**config.mk**
```make
export PLATFORM = sky130hd
export DESIGN_NAME = ascon_xof128_sponge_top
export DESIGN_NICKNAME = d
export VERILOG_FILES = /design/src/rtl/core/axof_pkg.sv /design/src/rtl/core/ascon_xof128_sponge_top.sv
export SDC_FILE = /design/constraint.sdc
export NUM_CORES = 2
export LEC_CHECK = 0
export BUFFER_PORTS_ARGS = -buffer_cell sky130_fd_sc_hd__buf_2
export CAP_MARGIN = 5
export CORE_ASPECT_RATIO = 2
export CORE_MARGIN = 2
export CORE_UTILIZATION = 56
export DETAILED_ROUTE_END_ITERATION = 7
export GPL_ROUTABILITY_DRIVEN = 0
export PLACE_DENSITY = 0.76
export SLEW_MARGIN = 20
export SYNTH_ARGS = -nofsm -noshare
export SYNTH_HDL_FRONTEND = slang
export SYNTH_SLANG_ARGS = --single-unit
```
**constraint.sdc**
```tcl
create_clock -name aclk -period 7.35 [get_ports aclk]
set_input_delay 1.1025 -clock aclk [delete_from_list [all_inputs] [get_ports aclk]]
set_output_delay 1.1025 -clock aclk [all_outputs]
set_load 0.02 [all_outputs]
```
**src/rtl/core/axof_pkg.sv**
```systemverilog
// ----------------------------------------------------------------------------
// Ascon-XOF128 sponge package
// Constants shared by the sponge core and its checker, and the types and
// single-round permutation function used by the core.
// ----------------------------------------------------------------------------
`default_nettype none

package axof_pkg;

    localparam int unsigned ROUNDS           = 12;
    localparam int unsigned MAX_OUTPUT_BYTES = 512;
    localparam int unsigned LEN_W            = 10;
    localparam int unsigned ROUND_W          = 4;
    localparam int unsigned BYTES_W          = 4;

    localparam logic [63:0]      XOF_IV        = 64'h0000_0800_00CC_0003;
    localparam logic [LEN_W-1:0] LEN_RESET     = LEN_W'(32);
    localparam logic [LEN_W-1:0] LEN_MAX       = LEN_W'(MAX_OUTPUT_BYTES);
    localparam logic [BYTES_W-1:0] FULL_BYTES  = BYTES_W'(8);

    typedef logic [63:0]      word_t;
    typedef word_t [4:0]      sponge_t;

    // Word 0 holds the IV, the others are zero.
    localparam sponge_t IV_STATE = {64'd0, 64'd0, 64'd0, 64'd0, XOF_IV};

    typedef enum logic [2:0] {
        ST_INIT,
        ST_IDLE,
        ST_ABSORB,
        ST_OUT,
        ST_SQUEEZE
    } state_t;

    // Round constants run 0xf0, 0xe1, ... 0x4b: high nibble counts down, low up.
    function automatic logic [7:0] round_const(input logic [ROUND_W-1:0] r);
        return {4'(4'd15 - r), r};
    endfunction

    function automatic word_t rotr(input word_t x, input int unsigned n);
        return (x >> n) | (x << (64 - n));
    endfunction

    // Mask that keeps bytes below n; n of eight or more keeps all bytes.
    function automatic word_t byte_mask(input logic [BYTES_W-1:0] n);
        word_t m;
        m = '0;
        for (int i = 0; i < 8; i++) begin
            if (BYTES_W'(i) < n) begin
                m[8*i +: 8] = 8'hFF;
            end
        end
        return m;
    endfunction

    // Padding byte 0x01 placed at byte n, for n below eight.
    function automatic word_t pad_word(input logic [BYTES_W-1:0] n);
        word_t p;
        p = '0;
        for (int i = 0; i < 8; i++) begin
            if (BYTES_W'(i) == n) begin
                p[8*i] = 1'b1;
            end
        end
        return p;
    endfunction

    // One Ascon round: constant addition, S-box layer, linear layer.
    function automatic sponge_t perm_round(input sponge_t s, input logic [7:0] rc);
        word_t x0, x1, x2, x3, x4;
        word_t t0, t1, t2, t3, t4;
        sponge_t r;
        x0 = s[0];
        x1 = s[1];
        x2 = s[2] ^ {56'd0, rc};
        x3 = s[3];
        x4 = s[4];
        x0 = x0 ^ x4;
        x4 = x4 ^ x3;
        x2 = x2 ^ x1;
        t0 = ~x0 & x1;
        t1 = ~x1 & x2;
        t2 = ~x2 & x3;
        t3 = ~x3 & x4;
        t4 = ~x4 & x0;
        x0 = x0 ^ t1;
        x1 = x1 ^ t2;
        x2 = x2 ^ t3;
        x3 = x3 ^ t4;
        x4 = x4 ^ t0;
        x1 = x1 ^ x0;
        x0 = x0 ^ x4;
        x3 = x3 ^ x2;
        x2 = ~x2;
        r[0] = x0 ^ rotr(x0, 19) ^ rotr(x0, 28);
        r[1] = x1 ^ rotr(x1, 61) ^ rotr(x1, 39);
        r[2] = x2 ^ rotr(x2, 1)  ^ rotr(x2, 6);
        r[3] = x3 ^ rotr(x3, 10) ^ rotr(x3, 17);
        r[4] = x4 ^ rotr(x4, 7)  ^ rotr(x4, 41);
        return r;
    endfunction

endpackage

`default_nettype wire

```
**src/rtl/core/ascon_xof128_sponge_top.sv**
```systemverilog
// ----------------------------------------------------------------------------
// Ascon-XOF128 sponge
// Absorbs 64-bit message blocks and squeezes a configurable number of output
// bytes, using one shared permutation round unit under a small sequencer.
// ----------------------------------------------------------------------------
// Usage:
//   The s_ channel takes message blocks (s_block_data, s_block_bytes,
//   s_last_block). Non-last blocks always absorb all eight bytes; the last
//   block is masked to s_block_bytes and padded. The m_ channel returns the
//   output in 8-byte blocks, m_out_last marking the final one. The cfg_
//   channel writes the output length in bytes (saturated to 512) and should
//   only be used while the block is idle; cfg_ready is always high.
// Timing:
//   One round of the permutation runs per cycle; P12 is 12 rounds. A
//   block is taken in IDLE and then runs the 12 rounds. A full
//   last block adds a padded empty block for another 12 rounds. Each output
//   block is offered as soon as its permutation ends; between output blocks
//   12 rounds run. After the final output block (or right after the last
//   input block when the length is zero) the state is re-initialized by
//   running the 12 rounds on the IV before s_ready returns.
// Reset and stalls:
//   After reset the IV is permuted for 12 rounds before the first transfer.
//   While the receiver stalls, the output block holds and no input is taken.
// ----------------------------------------------------------------------------
`default_nettype none

module ascon_xof128_sponge_top (
    input  wire logic                          aclk,
    input  wire logic                          aresetn,

    input  wire logic                          cfg_valid,
    output logic                               cfg_ready,
    input  wire logic [axof_pkg::LEN_W-1:0]    cfg_output_length,

    input  wire logic                          s_valid,
    output logic                               s_ready,
    input  wire logic [63:0]                   s_block_data,
    input  wire logic [axof_pkg::BYTES_W-1:0]  s_block_bytes,
    input  wire logic                          s_last_block,

    output logic                               m_valid,
    input  wire logic                          m_ready,
    output logic [63:0]                        m_out_data,
    output logic [axof_pkg::BYTES_W-1:0]       m_out_bytes,
    output logic                               m_out_last
);

    axof_pkg::state_t                  state_reg, state_next;
    axof_pkg::sponge_t                 sponge_reg, sponge_next;
    logic [axof_pkg::ROUND_W-1:0]      round_reg, round_next;
    logic [axof_pkg::LEN_W-1:0]        len_reg, len_next;
    logic [axof_pkg::LEN_W-1:0]        remain_reg, remain_next;
    logic                              pad_reg, pad_next;
    logic                              squeeze_reg, squeeze_next;

    axof_pkg::sponge_t                 round_out;
    axof_pkg::word_t                   absorb_word;
    logic [axof_pkg::LEN_W-1:0]        len_sat;
    logic [axof_pkg::BYTES_W-1:0]      take;
    logic                              round_done;
    logic                              final_out;
    logic                              in_xfer;
    logic                              out_xfer;

    assign round_out  = axof_pkg::perm_round(sponge_reg, axof_pkg::round_const(round_reg));
    assign round_done = (round_reg == axof_pkg::ROUND_W'(axof_pkg::ROUNDS - 1));
    assign len_sat    = (len_reg > axof_pkg::LEN_MAX) ? axof_pkg::LEN_MAX : len_reg;
    assign take       = (remain_reg > axof_pkg::LEN_W'(8)) ? axof_pkg::FULL_BYTES
                                                           : remain_reg[axof_pkg::BYTES_W-1:0];
    assign final_out  = (remain_reg <= axof_pkg::LEN_W'(8));
    assign in_xfer    = s_valid && s_ready;
    assign out_xfer   = m_valid && m_ready;

    // A full last block absorbs as is; the padding goes into the block after.
    always_comb begin
        if (!s_last_block || s_block_bytes >= axof_pkg::FULL_BYTES) begin
            absorb_word = s_block_data;
        end else begin
            absorb_word = (s_block_data & axof_pkg::byte_mask(s_block_bytes))
                          ^ axof_pkg::pad_word(s_block_bytes);
        end
    end

    // Next-state logic.
    always_comb begin
        state_next = state_reg;
        unique case (state_reg)
            axof_pkg::ST_INIT: begin
                if (round_done) begin
                    state_next = axof_pkg::ST_IDLE;
                end
            end
            axof_pkg::ST_IDLE: begin
                if (in_xfer) begin
                    state_next = axof_pkg::ST_ABSORB;
                end
            end
            axof_pkg::ST_ABSORB: begin
                if (round_done && !pad_reg) begin
                    if (!squeeze_reg) begin
                        state_next = axof_pkg::ST_IDLE;
                    end else if (len_sat == '0) begin
                        state_next = axof_pkg::ST_INIT;
                    end else begin
                        state_next = axof_pkg::ST_OUT;
                    end
                end
            end
            axof_pkg::ST_OUT: begin
                if (out_xfer) begin
                    state_next = final_out ? axof_pkg::ST_INIT : axof_pkg::ST_SQUEEZE;
                end
            end
            axof_pkg::ST_SQUEEZE: begin
                if (round_done) begin
                    state_next = axof_pkg::ST_OUT;
                end
            end
            default: begin
                state_next = axof_pkg::ST_INIT;
            end
        endcase
    end

    // Handshake outputs.
    always_comb begin
        s_ready = 1'b0;
        m_valid = 1'b0;
        unique case (state_reg)
            axof_pkg::ST_IDLE: s_ready = 1'b1;
            axof_pkg::ST_OUT:  m_valid = 1'b1;
            default: begin
                s_ready = 1'b0;
                m_valid = 1'b0;
            end
        endcase
    end

    assign cfg_ready   = 1'b1;
    assign m_out_data  = sponge_reg[0] & axof_pkg::byte_mask(take);
    assign m_out_bytes = take;
    assign m_out_last  = final_out;

    // Datapath next values.
    always_comb begin
        sponge_next  = sponge_reg;
        round_next   = round_reg;
        remain_next  = remain_reg;
        pad_next     = pad_reg;
        squeeze_next = squeeze_reg;
        len_next     = (cfg_valid && cfg_ready) ? cfg_output_length : len_reg;
        case (state_reg) inside
            axof_pkg::ST_IDLE: begin
                if (in_xfer) begin
                    sponge_next[0] = sponge_reg[0] ^ absorb_word;
                    round_next     = '0;
                    pad_next       = s_last_block && (s_block_bytes >= axof_pkg::FULL_BYTES);
                    squeeze_next   = s_last_block;
                end
            end
            axof_pkg::ST_INIT, axof_pkg::ST_ABSORB, axof_pkg::ST_SQUEEZE: begin
                sponge_next = round_out;
                round_next  = round_reg + axof_pkg::ROUND_W'(1);
                if (round_done) begin
                    round_next = '0;
                    if (state_reg == axof_pkg::ST_ABSORB) begin
                        if (pad_reg) begin
                            // Padded empty block after a full last block.
                            sponge_next[0] = round_out[0] ^ 64'd1;
                            pad_next       = 1'b0;
                        end else if (squeeze_reg) begin
                            squeeze_next = 1'b0;
                            remain_next  = len_sat;
                            if (len_sat == '0) begin
                                sponge_next = axof_pkg::IV_STATE;
                            end
                        end
                    end
                end
            end
            axof_pkg::ST_OUT: begin
                if (out_xfer) begin
                    remain_next = remain_reg - axof_pkg::LEN_W'(take);
                    round_next  = '0;
                    if (final_out) begin
                        sponge_next = axof_pkg::IV_STATE;
                    end
                end
            end
            default: begin
                sponge_next = sponge_reg;
            end
        endcase
    end

    always_ff @(posedge aclk) begin
        if (!aresetn) begin
            state_reg   <= axof_pkg::ST_INIT;
            sponge_reg  <= axof_pkg::IV_STATE;
            round_reg   <= '0;
            len_reg     <= axof_pkg::LEN_RESET;
            remain_reg  <= '0;
            pad_reg     <= 1'b0;
            squeeze_reg <= 1'b0;
        end else begin
            state_reg   <= state_next;
            sponge_reg  <= sponge_next;
            round_reg   <= round_next;
            len_reg     <= len_next;
            remain_reg  <= remain_next;
            pad_reg     <= pad_next;
            squeeze_reg <= squeeze_next;
        end
    end

endmodule

`default_nettype wire

```
**After elaboration in Yosys (flattened, before gate mapping)**

Index checks and enable logic that the tools add are counted.

- Add/subtract/negate cells: 3
- $mul: 0
- Divide/modulo/power cells: 0
- Order comparisons: 20
- Eq/ne operators: 22
- Shift operators: 0
- Muxes and demuxes: 92
- Bitwise operators: 49
- Reductions and logical operators: 27

Operators with widths:

| cell | number |
|---|---|
| 320-bit two-way mux | 6 |
| 64-bit XOR | 22 |
| 256-bit two-way mux | 3 |
| 64-bit bitwise AND | 7 |
| 64-bit two-way mux | 6 |
| 64-bit inverter | 6 |
| 8-bit two-way mux | 24 |
| 10-bit two-way mux | 8 |
| 23-bit by 64-bit bitwise OR with 64-bit output | 1 |
| 25-bit by 64-bit bitwise OR with 64-bit output | 1 |
| 3-bit by 64-bit bitwise OR with 64-bit output | 1 |
| 36-bit by 64-bit bitwise OR with 64-bit output | 1 |
| 45-bit by 64-bit bitwise OR with 64-bit output | 1 |
| 47-bit by 64-bit bitwise OR with 64-bit output | 1 |
| 54-bit by 64-bit bitwise OR with 64-bit output | 1 |
| 57-bit by 64-bit bitwise OR with 64-bit output | 1 |
| 58-bit by 64-bit bitwise OR with 64-bit output | 1 |
| 63-bit by 64-bit bitwise OR with 64-bit output | 1 |
| 64-bit by 57-bit XOR with 64-bit output | 1 |
| 64-bit by 8-bit XOR with 64-bit output | 1 |
| 3-bit by 4-bit < comparator with 1-bit output (first input constant) | 8 |
| 1-bit two-way mux | 29 |
| 4-bit two-way mux | 7 |
| 3-bit two-way mux | 6 |
| other kinds (34) | 69 |

- Register bits: 349
- Latch bits: 0
- Memory bits (writable): 0
- ROM bits: 0
- Input bits: 84
- Output and inout bits: 72
- Word-level logic and storage cells: 224
- Memories: 0

**Longest topological paths before layout**

- Depth in word-level cells: 17
- Depth in mapped cells: 9

**Worst setup path before layout**

No wires, ideal clock.

- Kind: reg2out
- Start point: register remain_reg[6] in the netlist's numbering
- End point: output port m_out_data[0]
- Arrival time: 2.164 ns
- Path slack: 4.083 ns
- Cell stages (with the launch flop): 7
- Cells stage by stage: dfxtp_1 nor4_1 nand2_1 nor2_1 inv_1 nor4_1 and2b_1

- Longest elaborated chain between the ends: 5

RTL lines:

| element | line | source |
|---|---|---|
| start, declared | ascon_xof128_sponge_top.sv:52 | `logic [axof_pkg::LEN_W-1:0] remain_reg, remain_next;` |
| start signal, assigned | ascon_xof128_sponge_top.sv:210 | `remain_reg <= remain_next;` |
| 10-bit by 4-bit > comparator with 1-bit output | ascon_xof128_sponge_top.sv:68 | `assign take = (remain_reg > axof_pkg::LEN_W'(8)) ? axof_pkg::FULL_BYTES` |
| 4-bit two-way mux | ascon_xof128_sponge_top.sv:68 |  |
| 1-bit by 4-bit < comparator with 1-bit output | axof_pkg.sv:49 | `if (BYTES_W'(i) < n) begin` |
| 8-bit two-way mux | axof_pkg.sv:49 |  |
| 64-bit bitwise AND | ascon_xof128_sponge_top.sv:140 | `assign m_out_data = sponge_reg[0] & axof_pkg::byte_mask(take);` |
| end, declared | ascon_xof128_sponge_top.sv:43 | `output logic [63:0] m_out_data,` |

Every way passes these cells.

**Worst setup path in the final report**

- Start point: register remain_reg[6] in the netlist's numbering
- End point: output port m_out_data[20]

- Longest elaborated chain between the ends: 5

RTL lines:

| element | line |
|---|---|
| 10-bit by 4-bit > comparator with 1-bit output | ascon_xof128_sponge_top.sv:68 |
| 4-bit two-way mux | ascon_xof128_sponge_top.sv:68 |
| 2-bit by 4-bit < comparator with 1-bit output | axof_pkg.sv:49 |
| 8-bit two-way mux | axof_pkg.sv:49 |
| 64-bit bitwise AND | ascon_xof128_sponge_top.sv:140 |

Every way passes these cells.

==> metrics <==
outcome=complete, but fails checks; failing checks=DRC; Resized cells post-CTS=0; cts hold-fix bufs=0; Vias=26065; ys async rst share=0%; max-slew violations=0; RSZ-0062 raised after global routing=no; vias in the first global route=24660; Tightest Pin Transition=1.34 ns; clk_skew=0.0368 ns; largest net degree at the start of global routing=193; worst min path class=flop to flop; Die Width=162 um; Initial Utilization=56.4%; Worst R2R Start=remain_reg[6]; DRT iter0 DRCs=3541; ys flop type=dfxtp_1; Post-CTS Setup Inserts=0; flops & latches, synth=349; core box area=49800 um^2; final worst hold slack=0.471 ns; initial antenna violation count=15; Final nets=3524; layout cells sized above 1=11.6%; die area=52000 um^2; final setup fails=0; top-area cell type share of the netlist area=26.4%; first-pass GRT wire length=182000 um; unique cell type count in the Yosys netlist=70; Synth warnings=0; Final Cycle Share=65.2%; Skew-Pair Late Insertion Delay=0.61 ns; mapped cell area=28100 um^2; IO Count=156; die height=321 um; Design Area, Final=31300 um^2; total track usage=50.2%; startpoint types=flop; HP Start=sponge_reg[207]; most frequent cells in the layout=801 x xnor2_1, 349 x dfxtp_1, 243 x xor2_1; setup_tns=0 ns; grt ovf=0; per-cell routed wire length=32.5 um; fillers=4122; final WL=130000 um; top routing layer used=met5; CTS buffer count=35; wire length on met3=16400 um; element type at the critical path end=output port; placed insts=3908; HPWL after detailed placement=91600 um; P&R area growth vs syn=11.4%; CTS tree=yes; synthesized area per cell=8.82 um^2; Post-synth EDFFs=0; post-route ant nets=0; MaxCap Viol Count=0; Final Hold Fails=0; worst-path fanout max=13; Pre-antenna DRT Iters=8; largest cells by area after synthesis=xnor2_1 26%, dfxtp_1 25%, xor2_1 8.0%; Synth area leader=xnor2_1; Synth Instances=3181; Finished Layout Cells=3992; Worst EP required=6.25 ns; Final Critical Period=4.79 ns; Post-Route M1 WL=37800 um; FP Rows=116; relative slew slack=9.96%; CTS root buf=clkbuf_16; drt drc=1; Via-to-Cell Ratio=6.53; Buffers on Ports=154; Reg clk slew, reported paths=0.07 ns; sequential area share after synthesis=24.9%; clock buffer depth=3; CTS Sinks=349; Achievable Freq=209 MHz; commonest non-fill, non-tap cell in the layout=xnor2_1; max FFs per register=320; CP startpoint=remain_reg[6]; H-tree depth=2; routed wl met2=55700 um; dpl cell area=29400 um^2; CP arrival=3.69 ns; CP Class=flop to output port
routing by layer:
metal  GRT usage [%]  up-vias
met5            1.93        -
met4            54.3       20
met3            23.7      848
met2            74.9     1901
met1            48.1    12306
li1                -    10990
path summary, 6_finish.rpt:
check,cells after the start,to,slack [ns]
worst max-delay path,8,m_out_data[20],2.56
worst min-delay path,1,sponge_reg[207],0.47
worst max register to register,7,sponge_reg[308],3.55
worst min register to register,1,sponge_reg[207],0.47
cells by family after synthesis:
| logic type | Yosys count | share of synthesized area, % |
|---|---|---|
| other | 1 | 0.0134 |
| DFF | 349 | 24.9 |
| AOI/OAI and AO/OA | 588 | 14.6 |
| adders and majority gates | 177 | 7.47 |
| xor gates and xnor gates | 1109 | 34.9 |
| and+or+nand+nor | 540 | 9.20 |
| buffers and inverters | 302 | 4.58 |
| muxes | 115 | 4.25 |
synth_stat cells, drive strengths merged, types with 7 or more instances:
cell,instances
nor3b,7
and3,9
a21o,10
xor2,256
maj3,47
nand3b,42
o32ai,7
nor2,159
nand2b,20
buf,46
o21ai,124
a22o,148
clkbuf,77
a31oi,57
dfxtp,349
and2,32
nand3,13
xnor3,7
mux2,34
nor2b,35
mux2i,81
ha,130
nor3,14
o2bb2ai,49
nand2,186
a22oi,69
inv,178
xnor2,846
a21oi,86
through the flow:
step | setup slack, ns | utilization (%)
floorplan | 4.08 | -
detailed placement | 2.86 | 59.2
CTS | 2.61 | 61.6
global placement | 2.93 | 59.2
global route | 2.34 | 62.8
finish | 2.56 | 62.8
worst max-delay path: stages, from the launching register on:
cell     delay [ns]
dfxtp_1        0.38
nor4_1         0.56
nand2_1        0.21
nor2_1         0.24
inv_1          0.35
nor2_1         0.69
nand2_1        0.28
and2_1         0.24
buf_2          0.15
final cells by class:
class / instances / area [um^2] / area share (%)
diodes: 8 / 20.0 / 0.0640
clock buffers: 47 / 992 / 3.17
well taps: 649 / 812 / 2.60
multi-input cells: 2531 / 20300 / 64.9
flip-flops and latches: 349 / 6990 / 22.3
inverters: 179 / 673 / 2.15
clock inverters: 15 / 200 / 0.640
repair buffers: 214 / 1290 / 4.11
Power is not shown: default switching activity piles up to over one toggle a cycle in this logic, so the estimate is an artifact.
